[src/rtl/dcfd_pkg.sv]
// Shared types, constants and the CRC byte update for the drive command frame decoder.
// No dependencies; used by drive_command_frame_decoder.
package dcfd_pkg;

  // Frame geometry defaults.
  localparam int unsigned FRAME_BYTES_DEF = 32;
  localparam int unsigned CRC_OFFSET_DEF  = 30;
  // Bytes 0..29 hold the header and the decoded fields.
  localparam int unsigned FIELD_BYTES     = 30;

  localparam int unsigned CFG_IDX_W  = 3;
  localparam int unsigned CFG_DATA_W = 16;

  // CRC-16/CCITT-FALSE.
  localparam logic [15:0] CRC_INIT = 16'hFFFF;
  localparam logic [15:0] CRC_POLY = 16'h1021;

  // Register reset values.
  localparam logic [15:0] MAGIC_WORD_RST        = 16'd0;
  localparam logic [7:0]  PROTOCOL_VERSION_RST  = 8'd1;
  localparam logic [7:0]  COMMAND_TYPE_RST      = 8'd0;
  localparam logic [7:0]  UNICAST_LOW_RST       = 8'd1;
  localparam logic [7:0]  UNICAST_HIGH_RST      = 8'd254;
  localparam logic [7:0]  ALLOWED_FLAG_BITS_RST = 8'd0;
  localparam logic [15:0] SPEED_CEILING_RST     = 16'd32767;
  localparam logic [7:0]  SAFETY_STATE_TOP_RST  = 8'd0;

  typedef enum logic [CFG_IDX_W-1:0] {
    CFG_MAGIC_WORD        = 3'd0,
    CFG_PROTOCOL_VERSION  = 3'd1,
    CFG_COMMAND_TYPE      = 3'd2,
    CFG_UNICAST_LOW       = 3'd3,
    CFG_UNICAST_HIGH      = 3'd4,
    CFG_ALLOWED_FLAG_BITS = 3'd5,
    CFG_SPEED_CEILING     = 3'd6,
    CFG_SAFETY_STATE_TOP  = 3'd7
  } cfg_idx_e;

  typedef enum logic [3:0] {
    VERDICT_OK      = 4'd0,
    VERDICT_LENGTH  = 4'd1,
    VERDICT_MAGIC   = 4'd2,
    VERDICT_VERSION = 4'd3,
    VERDICT_TYPE    = 4'd4,
    VERDICT_CRC     = 4'd5,
    VERDICT_ADDRESS = 4'd6,
    VERDICT_FLAGS   = 4'd7,
    VERDICT_RANGE   = 4'd8
  } verdict_e;

  // Result item; the last member sits in the lowest bits.
  typedef struct packed {
    logic [3:0]         pad;
    logic [31:0]        fault_bits;
    logic [15:0]        speed_limit_q15;
    logic signed [15:0] turn_demand;
    logic signed [15:0] forward_demand;
    logic [31:0]        made_at_ms;
    logic [31:0]        seq_number;
    logic [31:0]        session_id;
    logic [7:0]         safety_code;
    logic [7:0]         flag_bits;
    logic [7:0]         src_addr;
    logic [7:0]         dest_addr;
    verdict_e           verdict;
  } result_t;

  localparam int unsigned RESULT_W = $bits(result_t);

  // One byte through the CRC, most significant bit first.
  function automatic logic [15:0] crc_byte(input logic [15:0] crc_in, input logic [7:0] b);
    logic [15:0] c;
    c = crc_in ^ {b, 8'h00};
    for (int k = 0; k < 8; k++) begin
      if (c[15]) begin
        c = {c[14:0], 1'b0} ^ CRC_POLY;
      end else begin
        c = {c[14:0], 1'b0};
      end
    end
    return c;
  endfunction

endpackage

[src/rtl/drive_command_frame_decoder.sv]
// Drive command frame decoder: byte-wide frame receiver, CRC check and field decode.
// Depends on dcfd_pkg for types, register reset values and the CRC byte update.
//
// Usage:
//   s_axis carries frame bytes in wire order, one per transfer, with tlast on the
//   final byte. Each byte updates the byte count, each byte ahead of the CRC field
//   updates the CRC, and frame bytes are captured into the field and CRC registers
//   in the same cycle, so a byte is taken every clock while s_axis_tready_o is high.
//   m_axis carries one result per frame, in the cycle after the transfer of the tlast
//   byte: a verdict code and the decoded fields, zeroed for early rejections.
//   The result sits in an output register. While it waits and the receiver holds
//   tready low, s_axis_tready_o drops; otherwise bytes keep flowing.
//   Configuration is a plain write port (cfg_we_i, cfg_idx_i, cfg_wdata_i), to be
//   used only while no frame is in flight.
//   Reset clears the receive state and the output valid flag, and returns the
//   configuration registers to their defaults; s_axis_tready_o is high once it ends.
module drive_command_frame_decoder #(
  parameter int unsigned FRAME_BYTES = dcfd_pkg::FRAME_BYTES_DEF,
  parameter int unsigned CRC_OFFSET  = dcfd_pkg::CRC_OFFSET_DEF
) (
  input  logic                            clk_i,
  input  logic                            rst_ni,
  // Frame byte stream.
  input  logic                            s_axis_tvalid_i,
  output logic                            s_axis_tready_o,
  input  logic [7:0]                      s_axis_tdata_i,  // data_byte
  input  logic                            s_axis_tlast_i,  // last_byte
  // Results.
  output logic                            m_axis_tvalid_o,
  input  logic                            m_axis_tready_i,
  // From bit 0: verdict, dest_addr, src_addr, flag_bits, safety_code, session_id,
  // seq_number, made_at_ms, forward_demand, turn_demand, speed_limit_q15,
  // fault_bits, zero pad.
  output logic [dcfd_pkg::RESULT_W-1:0]   m_axis_tdata_o,
  // Configuration writes.
  input  logic                            cfg_we_i,
  input  logic [dcfd_pkg::CFG_IDX_W-1:0]  cfg_idx_i,
  input  logic [dcfd_pkg::CFG_DATA_W-1:0] cfg_wdata_i
);

  localparam int unsigned CntW     = $clog2(FRAME_BYTES + 1);
  localparam bit          LoInFrame = (CRC_OFFSET < FRAME_BYTES);
  localparam bit          HiInFrame = (CRC_OFFSET + 1 < FRAME_BYTES);

  // Configuration registers.
  logic [15:0] magic_word_q, speed_ceiling_q;
  logic [7:0]  protocol_version_q, command_type_q, unicast_low_q, unicast_high_q;
  logic [7:0]  allowed_flag_bits_q, safety_state_top_q;

  always_ff @(posedge clk_i or negedge rst_ni) begin
    if (!rst_ni) begin
      magic_word_q        <= dcfd_pkg::MAGIC_WORD_RST;
      protocol_version_q  <= dcfd_pkg::PROTOCOL_VERSION_RST;
      command_type_q      <= dcfd_pkg::COMMAND_TYPE_RST;
      unicast_low_q       <= dcfd_pkg::UNICAST_LOW_RST;
      unicast_high_q      <= dcfd_pkg::UNICAST_HIGH_RST;
      allowed_flag_bits_q <= dcfd_pkg::ALLOWED_FLAG_BITS_RST;
      speed_ceiling_q     <= dcfd_pkg::SPEED_CEILING_RST;
      safety_state_top_q  <= dcfd_pkg::SAFETY_STATE_TOP_RST;
    end else if (cfg_we_i) begin
      unique case (dcfd_pkg::cfg_idx_e'(cfg_idx_i))
        dcfd_pkg::CFG_MAGIC_WORD:        magic_word_q        <= cfg_wdata_i;
        dcfd_pkg::CFG_PROTOCOL_VERSION:  protocol_version_q  <= cfg_wdata_i[7:0];
        dcfd_pkg::CFG_COMMAND_TYPE:      command_type_q      <= cfg_wdata_i[7:0];
        dcfd_pkg::CFG_UNICAST_LOW:       unicast_low_q       <= cfg_wdata_i[7:0];
        dcfd_pkg::CFG_UNICAST_HIGH:      unicast_high_q      <= cfg_wdata_i[7:0];
        dcfd_pkg::CFG_ALLOWED_FLAG_BITS: allowed_flag_bits_q <= cfg_wdata_i[7:0];
        dcfd_pkg::CFG_SPEED_CEILING:     speed_ceiling_q     <= cfg_wdata_i;
        dcfd_pkg::CFG_SAFETY_STATE_TOP:  safety_state_top_q  <= cfg_wdata_i[7:0];
        default: ;
      endcase
    end
  end

  // Handshakes.
  logic out_valid_q;
  logic in_fire;
  logic out_fire;

  assign s_axis_tready_o = !out_valid_q || m_axis_tready_i;
  assign in_fire         = s_axis_tvalid_i && s_axis_tready_o;
  assign out_fire        = out_valid_q && m_axis_tready_i;

  // Receive state.
  logic [CntW-1:0] cnt_q, cnt_d;
  logic [15:0]     crc_q, crc_d, crc_cur;
  logic            overlong_q, overlong_d;
  logic            store_en;

  assign store_en = (cnt_q < CntW'(FRAME_BYTES));

  always_comb begin
    crc_cur = crc_q;
    if (store_en && (cnt_q < CntW'(CRC_OFFSET))) begin
      crc_cur = dcfd_pkg::crc_byte(crc_q, s_axis_tdata_i);
    end
  end

  always_comb begin
    cnt_d      = cnt_q;
    crc_d      = crc_q;
    overlong_d = overlong_q;
    if (in_fire) begin
      if (s_axis_tlast_i) begin
        cnt_d      = '0;
        crc_d      = dcfd_pkg::CRC_INIT;
        overlong_d = 1'b0;
      end else if (store_en) begin
        cnt_d = cnt_q + CntW'(1);
        crc_d = crc_cur;
      end else begin
        overlong_d = 1'b1;
      end
    end
  end

  always_ff @(posedge clk_i or negedge rst_ni) begin
    if (!rst_ni) begin
      cnt_q      <= '0;
      crc_q      <= dcfd_pkg::CRC_INIT;
      overlong_q <= 1'b0;
    end else begin
      cnt_q      <= cnt_d;
      crc_q      <= crc_d;
      overlong_q <= overlong_d;
    end
  end

  // Captured frame bytes: each register takes the byte at its own position.
  logic [7:0] fb_q [dcfd_pkg::FIELD_BYTES];
  logic [7:0] crc_lo_q, crc_hi_q;

  always_ff @(posedge clk_i) begin
    for (int i = 0; i < dcfd_pkg::FIELD_BYTES; i++) begin
      if (in_fire && cnt_q == CntW'(i)) begin
        fb_q[i] <= s_axis_tdata_i;
      end
    end
    if (in_fire && store_en && cnt_q == CntW'(CRC_OFFSET)) begin
      crc_lo_q <= s_axis_tdata_i;
    end
    if (in_fire && store_en && cnt_q == CntW'(CRC_OFFSET + 1)) begin
      crc_hi_q <= s_axis_tdata_i;
    end
  end

  // The closing byte of a full frame may itself be a CRC byte, so look ahead.
  logic [7:0]  crc_lo_cur, crc_hi_cur;
  logic [15:0] crc_expected;

  always_comb begin
    crc_lo_cur = crc_lo_q;
    crc_hi_cur = crc_hi_q;
    if (store_en && cnt_q == CntW'(CRC_OFFSET)) begin
      crc_lo_cur = s_axis_tdata_i;
    end
    if (store_en && cnt_q == CntW'(CRC_OFFSET + 1)) begin
      crc_hi_cur = s_axis_tdata_i;
    end
    crc_expected = {HiInFrame ? crc_hi_cur : 8'h00, LoInFrame ? crc_lo_cur : 8'h00};
  end

  // Verdict and decoded fields for the frame closed by this byte.
  dcfd_pkg::result_t  res_d, res_q;
  dcfd_pkg::verdict_e verdict;
  logic               len_ok, dest_uni, src_uni;
  logic [31:0]        session;
  logic [15:0]        speed;

  assign session  = {fb_q[11], fb_q[10], fb_q[9], fb_q[8]};
  assign speed    = {fb_q[25], fb_q[24]};
  // A full frame is closed when this byte is number FRAME_BYTES.
  assign len_ok   = !overlong_q && (cnt_q == CntW'(FRAME_BYTES - 1));
  assign dest_uni = (fb_q[4] >= unicast_low_q) && (fb_q[4] <= unicast_high_q);
  assign src_uni  = (fb_q[5] >= unicast_low_q) && (fb_q[5] <= unicast_high_q);

  always_comb begin
    if (!len_ok) begin
      verdict = dcfd_pkg::VERDICT_LENGTH;
    end else if (fb_q[0] != magic_word_q[7:0] || fb_q[1] != magic_word_q[15:8]) begin
      verdict = dcfd_pkg::VERDICT_MAGIC;
    end else if (fb_q[2] != protocol_version_q) begin
      verdict = dcfd_pkg::VERDICT_VERSION;
    end else if (fb_q[3] != command_type_q) begin
      verdict = dcfd_pkg::VERDICT_TYPE;
    end else if (crc_expected != crc_cur) begin
      verdict = dcfd_pkg::VERDICT_CRC;
    end else if (!dest_uni || !src_uni || fb_q[4] == fb_q[5]) begin
      verdict = dcfd_pkg::VERDICT_ADDRESS;
    end else if ((fb_q[6] & ~allowed_flag_bits_q) != 8'h00) begin
      verdict = dcfd_pkg::VERDICT_FLAGS;
    end else if (session == 32'd0 || speed > speed_ceiling_q ||
                 fb_q[7] > safety_state_top_q) begin
      verdict = dcfd_pkg::VERDICT_RANGE;
    end else begin
      verdict = dcfd_pkg::VERDICT_OK;
    end
  end

  always_comb begin
    res_d = '0;
    if (verdict == dcfd_pkg::VERDICT_OK || verdict == dcfd_pkg::VERDICT_RANGE) begin
      res_d.dest_addr       = fb_q[4];
      res_d.src_addr        = fb_q[5];
      res_d.flag_bits       = fb_q[6];
      res_d.safety_code     = fb_q[7];
      res_d.session_id      = session;
      res_d.seq_number      = {fb_q[15], fb_q[14], fb_q[13], fb_q[12]};
      res_d.made_at_ms      = {fb_q[19], fb_q[18], fb_q[17], fb_q[16]};
      res_d.forward_demand  = {fb_q[21], fb_q[20]};
      res_d.turn_demand     = {fb_q[23], fb_q[22]};
      res_d.speed_limit_q15 = speed;
      res_d.fault_bits      = {fb_q[29], fb_q[28], fb_q[27], fb_q[26]};
    end
    res_d.verdict = verdict;
  end

  // Output register.
  always_ff @(posedge clk_i or negedge rst_ni) begin
    if (!rst_ni) begin
      out_valid_q <= 1'b0;
    end else if (in_fire && s_axis_tlast_i) begin
      out_valid_q <= 1'b1;
    end else if (out_fire) begin
      out_valid_q <= 1'b0;
    end
  end

  always_ff @(posedge clk_i) begin
    if (in_fire && s_axis_tlast_i) begin
      res_q <= res_d;
    end
  end

  assign m_axis_tvalid_o = out_valid_q;
  assign m_axis_tdata_o  = res_q;

  // Checks.
  a_result_from_close: assert property (@(posedge clk_i) disable iff (!rst_ni)
    $rose(out_valid_q) |-> $past(in_fire && s_axis_tlast_i))
    else $error("result appeared without a closing byte");

  a_close_gives_result: assert property (@(posedge clk_i) disable iff (!rst_ni)
    (in_fire && s_axis_tlast_i) |=> out_valid_q)
    else $error("closing byte did not produce a result");

  a_count_bounded: assert property (@(posedge clk_i) disable iff (!rst_ni)
    cnt_q <= CntW'(FRAME_BYTES))
    else $error("byte count beyond frame size");

  a_overlong_full: assert property (@(posedge clk_i) disable iff (!rst_ni)
    overlong_q |-> (cnt_q == CntW'(FRAME_BYTES)))
    else $error("overlong set before frame filled");

  a_reject_zeroed: assert property (@(posedge clk_i) disable iff (!rst_ni)
    (out_valid_q && res_q.verdict != dcfd_pkg::VERDICT_OK &&
     res_q.verdict != dcfd_pkg::VERDICT_RANGE) |->
    (m_axis_tdata_o[dcfd_pkg::RESULT_W-1:4] == '0))
    else $error("early rejection carries nonzero fields");

endmodule
[config.mk]
export PLATFORM = sky130hd
export DESIGN_NAME = drive_command_frame_decoder
export DESIGN_NICKNAME = d
export VERILOG_FILES = /design/src/rtl/dcfd_pkg.sv /design/src/rtl/drive_command_frame_decoder.sv
export SDC_FILE = /design/constraint.sdc
export NUM_CORES = 1
export LEC_CHECK = 0
export BUFFER_PORTS_ARGS = -buffer_cell sky130_fd_sc_hd__buf_2
export CAP_MARGIN = 15
export CORE_MARGIN = 2
export CORE_UTILIZATION = 56
export DETAILED_ROUTE_END_ITERATION = 6
export HOLD_SLACK_MARGIN = 0.03
export MAX_ROUTING_LAYER = met4
export PLACE_DENSITY = 0.75
export SETUP_SLACK_MARGIN = 0.2
export SLEW_MARGIN = 20
export SYNTH_ARGS = -nofsm -noshare
export SYNTH_HDL_FRONTEND = slang
export SYNTH_SLANG_ARGS = --single-unit
[constraint.sdc]
create_clock -name clk_i -period 10.5 [get_ports clk_i]
set_input_delay 1.575 -clock clk_i [delete_from_list [all_inputs] [get_ports clk_i]]
set_output_delay 1.575 -clock clk_i [all_outputs]
set_load 0.005 [all_outputs]
======== After elaboration in Yosys (flattened, before gate mapping) ========
Memory sizes are Yosys's and may differ from the RTL's. A register that Yosys moved wholly into a read port is not among the register bits.
Cells that the tools add are included.
operators by class
  add/subtract/negate cells ............... 1
  magnitude comparators ................... 8
  eq/ne operators ......................... 46
  muxes and demuxes ....................... 181
  bitwise gates (word level) .............. 11
  reduce and logical (&&, ||, !) cells .... 115
operator list
  cell                                           count
  two-way mux 8 bit                              31
  OR reduction 8 bit                             29
  two-way mux 16 bit                             10
  two-way mux 5 bit                              29
  two-way mux 13 bit                             8
  == test 6 x 5 -> 1 bit, second input constant  16
  two-way mux 1 bit                              93
  == test 6 x 4 -> 1 bit, second input constant  8
  logical AND 1 bit                              42
  logical NOT 32 bit                             1
  two-way mux 4 bit                              8
  != test 8 bit                                  4
  == test 6 x 3 -> 1 bit, second input constant  4
  inverter 3 bit                                 8
  logical NOT 1 bit                              20
  AND reduction 2 bit                            10
  >= comparator 8 bit                            2
  greater-than comparator 16 bit                 1
  less-or-equal comparator 8 bit                 2
  != test 16 bit                                 1
  XOR 16 bit                                     1
  == test 3 bit, second input constant           4
  == test 6 x 2 -> 1 bit, second input constant  2
  two-way mux 6 bit                              2
  other kinds (18)                               26
word-level totals
  register bits after elaboration ......... 204
  RAM bits ................................ 240
  output and inout port bits .............. 218
  memories kept ........................... 1
memories
  name  words  bits a word  rd ports  clocked after Yosys merged registers in  wr ports  line                                source
  fb_q  30     8            30        16                                       1         drive_command_frame_decoder.sv:130  logic [7:0] fb_q [dcfd_pkg::FIELD_BYTES];

======== Depth between registers and ports, before layout ========
Gate-level depths: netlist of the first run.
  depth in word-level cells ............... 36
  gate-level depth with buffers ........... 13
  depth with buffers taken out ............ 10

======== Worst setup path before layout of the first run ========
Ideal clock, no wire load.
  path kind ............................... in2reg
  start point ............................. input port m_axis_tready_i
  end point ............................... register crc_q[0]
  library setup time ...................... 77 ps
  arrival time ............................ 7318 ps
  path slack .............................. 3105 ps
  cell stages on the path ................. 9
  path buffers ............................ 1
  cell sequence ........................... nand2b_1 and2_1 clkbuf_1 nand2_1 inv_1 nor2_1 a21oi_1 nor2_1 a31oi_1
between the ends
  longest elaborated chain between the ends .. 3
RTL lines
  item                                  line                                source
  start, declared                       drive_command_frame_decoder.sv:30   input logic m_axis_tready_i,
  logical OR 1 bit                      drive_command_frame_decoder.sv:80   assign s_axis_tready_o = !out_valid_q || m_axis_tready_i;
  logical AND 1 bit                     drive_command_frame_decoder.sv:81   assign in_fire = s_axis_tvalid_i && s_axis_tready_o;
  AND reduction 2 bit (no source line)  -
  end signal, assigned                  drive_command_frame_decoder.sv:120  crc_q <= dcfd_pkg::CRC_INIT;
  end signal, assigned                  drive_command_frame_decoder.sv:124  crc_q <= crc_d;
  end, declared                         drive_command_frame_decoder.sv:86   logic [15:0] crc_q, crc_d, crc_cur;
No other way between the ends.
A chain may end at the register's enable or synchronous reset.

==> results of run 1 <==
[worst max-delay path, cell delays in order]
cell	delay, ps
buf_2	100
buf_4	270
xnor2_1	500
xnor3_1	490
mux2i_1	230
xor2_1	130
nor4_1	400
nand4b_1	270
nor4_4	630
buf_6	660
o41a_1	270
[cell usage after synthesis (4+ instances only)]
cell      count  area, sq um
a21o_1        4        30.03
nand2_1      40        150.1
nor3_1       11        55.05
edfxtp_1    468        14050
inv_1        53        198.9
o21a_1        6        45.04
dfstp_2      40         1051
o22a_1        8        70.07
buf_6        12        135.1
ha_1         60        750.7
nor4_1       19        118.9
nor2b_1       6        37.54
nand3_1       7        35.03
buf_4         5        37.54
mux2_2       73        822.0
nand4b_1      4        35.03
and2_1      211         1320
a21oi_1      35        175.2
buf_1         4        15.01
nor2_1       55        206.5
o22ai_1       5        31.28
clkbuf_2     10        50.05
dfrtp_1      64         1602
xor2_1       60        525.5
mux2i_1      24        240.2
buf_2         5        25.02
clkbuf_1     10        37.54
o21ai_0      21        105.1
nand4_1      15        93.84
xnor2_1      17        148.9
nand2b_1     10        62.56
[cells in the final DEF, fill, tap and decap left out, types with 4 or more instances in the layout]
cell,synthesis,layout
a21o_1,4,4
a21oi_1,35,35
and2_1,211,211
buf_2,5,245
buf_4,5,18
clkbuf_1,10,16
clkbuf_16,0,55
clkinv_1,0,13
clkinv_2,0,7
conb_1,1,4
dfrtp_1,64,64
dfstp_2,40,40
edfxtp_1,468,468
ha_1,60,60
inv_1,53,52
mux2_2,73,73
mux2i_1,24,24
nand2_1,40,40
nand2b_1,10,10
nand3_1,7,7
nand4_1,15,15
nand4b_1,4,4
nor2_1,55,55
nor2b_1,6,6
nor3_1,11,10
nor4_1,19,19
o21a_1,6,6
o21ai_0,21,21
o22a_1,8,8
o22ai_1,5,5
xnor2_1,17,17
xor2_1,60,60
[cell families after synthesis]
family                     share of synthesized area, %
buffers and inverters                             2.286
xor gates and xnor gates                          3.723
adders and majority gates                         3.305
and+or+nand+nor                                   9.793
AOI/OAI and AO/OA                                 2.660
DFF                                               73.54
muxes                                             4.676
other                                           0.01651
[final cells by class]
| type | count | area, sq um | area share (%) |
|---|---|---|---|
| diodes | 1 | 2.502 | 0.009582 |
| clock buffers | 72 | 1450 | 5.553 |
| clock inverters | 27 | 207.7 | 0.7953 |
| inverters | 53 | 206.4 | 0.7905 |
| multi-input cells | 733 | 5513 | 21.11 |
| flip-flops and latches | 572 | 16710 | 63.97 |
| well taps | 525 | 656.9 | 2.515 |
| repair buffers | 264 | 1373 | 5.256 |
[per-layer routing]
layer | part of all wire [%] | vias up | wire [um]
li1 | - | 5604 | -
met2 | 50 | 397 | 23560
met3 | 5.7 | 84 | 2699
met4 | 2.8 | 0 | 1309
met5 | 0 | - | 0
met1 | 42 | 6047 | 19780
[flip-flops by register name (all words and copies together) (netlist names)]
register	flops
magic_word_q	16
m_axis_tdata_o	212
speed_ceiling_q	16
fb_q	240
cnt_q	6
unicast_high_q	8
overlong_q	1
allowed_flag_bits_q	8
unicast_low_q	8
command_type_q	8
protocol_version_q	8
crc_hi_q	8
crc_q	16
crc_lo_q	8
m_axis_tvalid_o	1
safety_state_top_q	8
[power groups by stage]
| stage | Clock [mW] | Sequential (mW) | Combinational (mW) |
|---|---|---|---|
| after global routing | 1.95 | 2.76 | 0.755 |
| after global placement | 0 | 2.78 | 0.664 |
| final | 1.84 | 2.74 | 0.684 |
| after detailed placement | 0 | 2.78 | 0.679 |
| after floorplan | 0 | 2.77 | 0.484 |
| after CTS | 1.87 | 2.74 | 0.687 |
[stage by stage]
step / setup slack (ps) / power, mW
3_5_place_dp: 4432 / 3.462
2_1_floorplan: 3105 / 3.251
4_1_cts: 5045 / 5.290
3_3_place_gp: 4443 / 3.440
5_1_grt: 4923 / 5.466
6_report: 5327 / 5.257
[worst max path at each step]
stage,start,slack [ps],endpoint,depth (start not counted)
after global routing,s_axis_tdata_i[7],4920,m_axis_tdata_o[3],11
after floorplan,m_axis_tready_i,3100,crc_q[0],9
final,s_axis_tdata_i[7],5330,m_axis_tdata_o[3],11
after global placement,s_axis_tdata_i[7],4440,m_axis_tdata_o[3],11
after detailed placement,s_axis_tdata_i[7],4430,m_axis_tdata_o[3],11
after CTS,s_axis_tdata_i[7],5040,m_axis_tdata_o[3],11
==> results_dict.tcl, run 1 <==
set metrics [dict create \
    numCtsBuffers 54 \
    fin_crit_ps 5173 \
    htreeDepth 2 \
    whs_endpoint "unicast_low_q[2]" \
    drtAntennaViolNets 0 \
    crit_fanout 146 \
    grt_pass1_wl_um 71310 \
    yosysSeqAreaShare_pct 73.54 \
    wl_um 47350 \
    final_layout_size_suffix_gt1_share_pct 26.61 \
    drv_slew 0 \
    hold_ws_ps 501.5 \
    worstSkewPairLatency_ps 590 \
    io_pins 251 \
    use_met2_pct 38.50 \
    async_flop_share_pct 18.18 \
    critPathKind "primary input to flop" \
    cts_buffer_depth 3 \
    fin_util_pct 65.43 \
    r2r_slack_ps 6000 \
    gr-usage-met3_pct 3.516 \
    initial_utilization_pct 56.91 \
    via_count 12130 \
    postCtsHoldBufs 0 \
    via_per_inst 5.399 \
    fillers 2718 \
    fin_area_sq_um 26120 \
    synth.distinct_cells 55 \
    swShare_pct 23.95 \
    cts_tree "built" \
    syn_area_sq_um 22720 \
    grt_max_degree 147 \
    placeableCoreArea_sq_um 39910 \
    die_area_sq_um 42190 \
    pwr-share-comb_pct 13.0 \
    area_delta_synth_final_pct 14.96 \
    drt_iter0_markers 1025 \
    post_cts_resized 0 \
    grt-ovfl-total 0 \
    required_ps 10950 \
    post_cts_buffers 0 \
    port_buffers 246 \
    root_buffer "clkbuf_16" \
    r2r-start "cnt_q[5]" \
    cts_sinks 572 \
    slew_headroom_pct 25.40 \
    max_cap_viol_count 0 \
    ir_drop_mv 0.1068 \
    dp_cells 2147 \
    critPathLaunchType "primary input" \
    p_clk_share_pct 34.9 \
    place_hpwl_um 29710 \
    synthCells 1402 \
    postPlaceCellArea_sq_um 24450 \
    p_int_mw 3.998 \
    worst_pin_slew_ps 1119 \
    drt_pass1_iterations 7 \
    clock_skew_ps 18.22 \
    r2r_cells 8 \
    drc_errors 0 \
    period_share_pct 49.26 \
    chipWidth_um 205.4 \
    hp-class "flop to flop" \
    finalHoldViolations 0 \
    fmax_mhz 193.3 \
    synth-edff-count 468 \
    grt_pass1_vias 12120 \
    fin_cells 2247 \
    hp-start "unicast_low_q[2]" \
    holdPathStages 1 \
    p_per_area_nw_per_um2 201.3 \
    power.net_switching_mw 1.259 \
    p_leak_nw 9.910 \
    ys_ff_latch 572 \
    use_met1_pct 30.81 \
    synth_ff_type "edfxtp_1" \
    r2r-end "m_axis_tdata_o[3]" \
    globalplace.congestion 0.8624 \
    worstSetupEndpointType "flop" \
    rows 73 \
    nets 1771 \
    wl_per_cell_um 21.07 \
    worstPathArrival_ps 5630 \
    rsz0062_at_grt "false" \
    pwr-share-seq_pct 52.1 \
    clkSlewWorstSetupHoldPaths_ps 60 \
    antenna_found_initial 2 \
    track_usage_pct 23.51 \
    setup_violations 0 \
    die_y_um 205.4 \
    tns_ps 0 \
    grt_busiest_layer "met2" \
    status "completed" \
    yosysWarnings 0 \
    avgSynthCellArea_sq_um 16.20 \
]
No activity file was read; power rests on OpenSTA's default activity.
==> run 2, diff against run 1 <==
--- a/config.mk
+++ b/config.mk
@@ -8,11 +8,11 @@
 export BUFFER_PORTS_ARGS = -buffer_cell sky130_fd_sc_hd__buf_2
 export CAP_MARGIN = 15
 export CORE_MARGIN = 2
-export CORE_UTILIZATION = 56
+export CORE_UTILIZATION = 53
 export DETAILED_ROUTE_END_ITERATION = 6
 export HOLD_SLACK_MARGIN = 0.03
 export MAX_ROUTING_LAYER = met4
-export PLACE_DENSITY = 0.75
+export PLACE_DENSITY = 0.74
 export SETUP_SLACK_MARGIN = 0.2
 export SLEW_MARGIN = 20
 export SYNTH_ARGS = -nofsm -noshare
==> constraint.sdc (replaced) <==
create_clock -name clk_i -period 4.7 [get_ports clk_i]
set_input_delay 0.705 -clock clk_i [delete_from_list [all_inputs] [get_ports clk_i]]
set_output_delay 0.705 -clock clk_i [all_outputs]
set_load 0.005 [all_outputs]
==> results_dict.tcl, run 2 (synthesized netlist as in run 1, its figures left out) <==
set metrics [dict create \
    wl_per_cell_um 21.61 \
    cts_buffer_depth 3 \
    r2r_slack_ps 680 \
    post_cts_buffers 0 \
    rsz0062_at_grt "false" \
    io_pins 251 \
    grt_max_degree 202 \
    final_cell_mix "468 x edfxtp_1, 245 x buf_2, 210 x and2_1" \
    nets 1775 \
    worst_pin_slew_ps 1069 \
    critPathBufInv 1 \
    drv_slew 0 \
    grt_pass1_vias 12310 \
    htreeDepth 2 \
    pre_cts_ws_ps 580.2 \
    fin_ws_ps 684.4 \
    worstSkewPairLatency_ps 600 \
    die_y_um 211.0 \
    drtAntennaViolNets 0 \
    track_usage_pct 22.91 \
    cts_tree "built" \
    finalHoldViolations 0 \
    critPathLaunchType "flop" \
    drt_iter0_markers 1019 \
    post_cts_resized 0 \
    root_buffer "clkbuf_16" \
    use_met2_pct 37.75 \
    critPathKind "flop to flop" \
    dp_cells 2165 \
    max_cap_viol_count 0 \
    r2r-start "cnt_q[5]" \
    fin_util_pct 62.89 \
    final_layout_size_suffix_gt1_share_pct 27.79 \
    numCtsBuffers 54 \
    r2r-end "m_axis_tdata_o[3]" \
    globalplace.congestion 0.8665 \
    largest-register "fb_q" \
    worstPathArrival_ps 4470 \
    area_delta_synth_final_pct 16.64 \
    drt_pass1_iterations 5 \
    required_ps 5150 \
    die_area_sq_um 44530 \
    worstSetupEndpointType "flop" \
    postCtsHoldBufs 0 \
    initial_utilization_pct 53.92 \
    largest_register_ffs 240 \
    drc_errors 0 \
    p_total_mw 12.40 \
    period_share_pct 85.44 \
    ir_drop_mv 0.2935 \
    p_per_area_nw_per_um2 468.0 \
    mostFrequentLayoutCell "edfxtp_1" \
    use_met1_pct 28.70 \
    status "completed" \
    grt-ovfl-total 0 \
    grt_pass1_wl_um 73250 \
    seq_area_sq_um 16710 \
    crit_slowest_cell "a41oi_2" \
    r2r_cells 8 \
    antenna_found_initial 2 \
    fin_cells 2268 \
    fmax_mhz 249.0 \
    crit_fanout 201 \
    cpPeakStageDelay_ps 910 \
    via_per_inst 5.422 \
    gr-usage-met3_pct 4.178 \
    port_buffers 246 \
    setup_violations 0 \
    crit_path_cell_trace "a41oi_2 > mux2i_1 > xnor2_1 > o2111ai_1 > or4_4 > nor4_4 > buf_12 > o41a_1" \
    clkSlewWorstSetupHoldPaths_ps 60 \
    multi_input_area_sq_um 5530 \
    via_count 12300 \
    grt_busiest_layer "met2" \
    wl_um 49010 \
    slew_headroom_pct 28.76 \
    clock_skew_ps 18.48 \
    p_leak_nw 10.09 \
    fillers 2903 \
    place_hpwl_um 31850 \
    cts_sinks 572 \
    rows 75 \
    critical-path-top-delay-family "compound AO/OA/AOI/OAI gates" \
    fin_crit_ps 4016 \
    chipWidth_um 211.0 \
    placeableCoreArea_sq_um 42130 \
    hp-class "primary input to async pin" \
]
[run 2: worst reg2reg max path, delay by kind of cell, from the launching register on]
| kind | cells | cell delay, ps |
|---|---|---|
| AO/OA/AOI/OAI | 3 | 1510 |
| AND/OR/NAND/NOR | 2 | 870 |
| flip-flops | 1 | 530 |
| buffers and inverters | 1 | 410 |
| multiplexers | 1 | 390 |
| XOR/XNOR | 1 | 170 |
[run 2: area by class of cell]
cell class / instances / area share (%)
Sequential cell: 572 / 63.05
Antenna cell: 2 / 0.01889
Timing Repair Buffer: 268 / 5.374
Clock buffer: 68 / 5.614
Inverter: 53 / 0.7649
Multi-Input combinational cell: 733 / 20.87
Tap cell: 539 / 2.545
Clock inverter: 33 / 1.766
[run 2: worst max path at each step]
stage          cells after the start                end  slack (ps)              start
6_report                           8  m_axis_tdata_o[3]         680           cnt_q[5]
5_1_grt                            8  m_axis_tdata_o[3]         480           cnt_q[5]
4_1_cts                            8  m_axis_tdata_o[3]         730           cnt_q[5]
3_5_place_dp                      10  m_axis_tdata_o[3]         580  s_axis_tdata_i[7]
3_3_place_gp                      10  m_axis_tdata_o[3]         660  s_axis_tdata_i[7]
2_1_floorplan                      5  m_axis_tdata_o[0]        -100    m_axis_tready_i
[run 2: per-stage QoR]
stage / hold WS [ps] / area, sq um / TNS, ps
finish: 242.7 / 26500 / 0
global route: 309.9 / 26500 / 0
CTS: 281.2 / 26490 / 0
detailed placement: 496.2 / 24540 / 0
global placement: 477.7 / 24530 / 0
floorplan: 409.4 / 22760 / -20870
[run 2: layer usage]
metal / up-vias / wire [um] / part of all wire, %
met5: - / 0 / 0
met4: 0 / 1566 / 3.2
met3: 105 / 3135 / 6.4
met2: 440 / 24650 / 50
met1: 6110 / 19650 / 40
li1: 5641 / - / -
[run 2: report_power, final]
part	switching (mW)	internal, mW
clock network	1.81	2.90
logic	0.864	0.707
registers	0.220	5.90
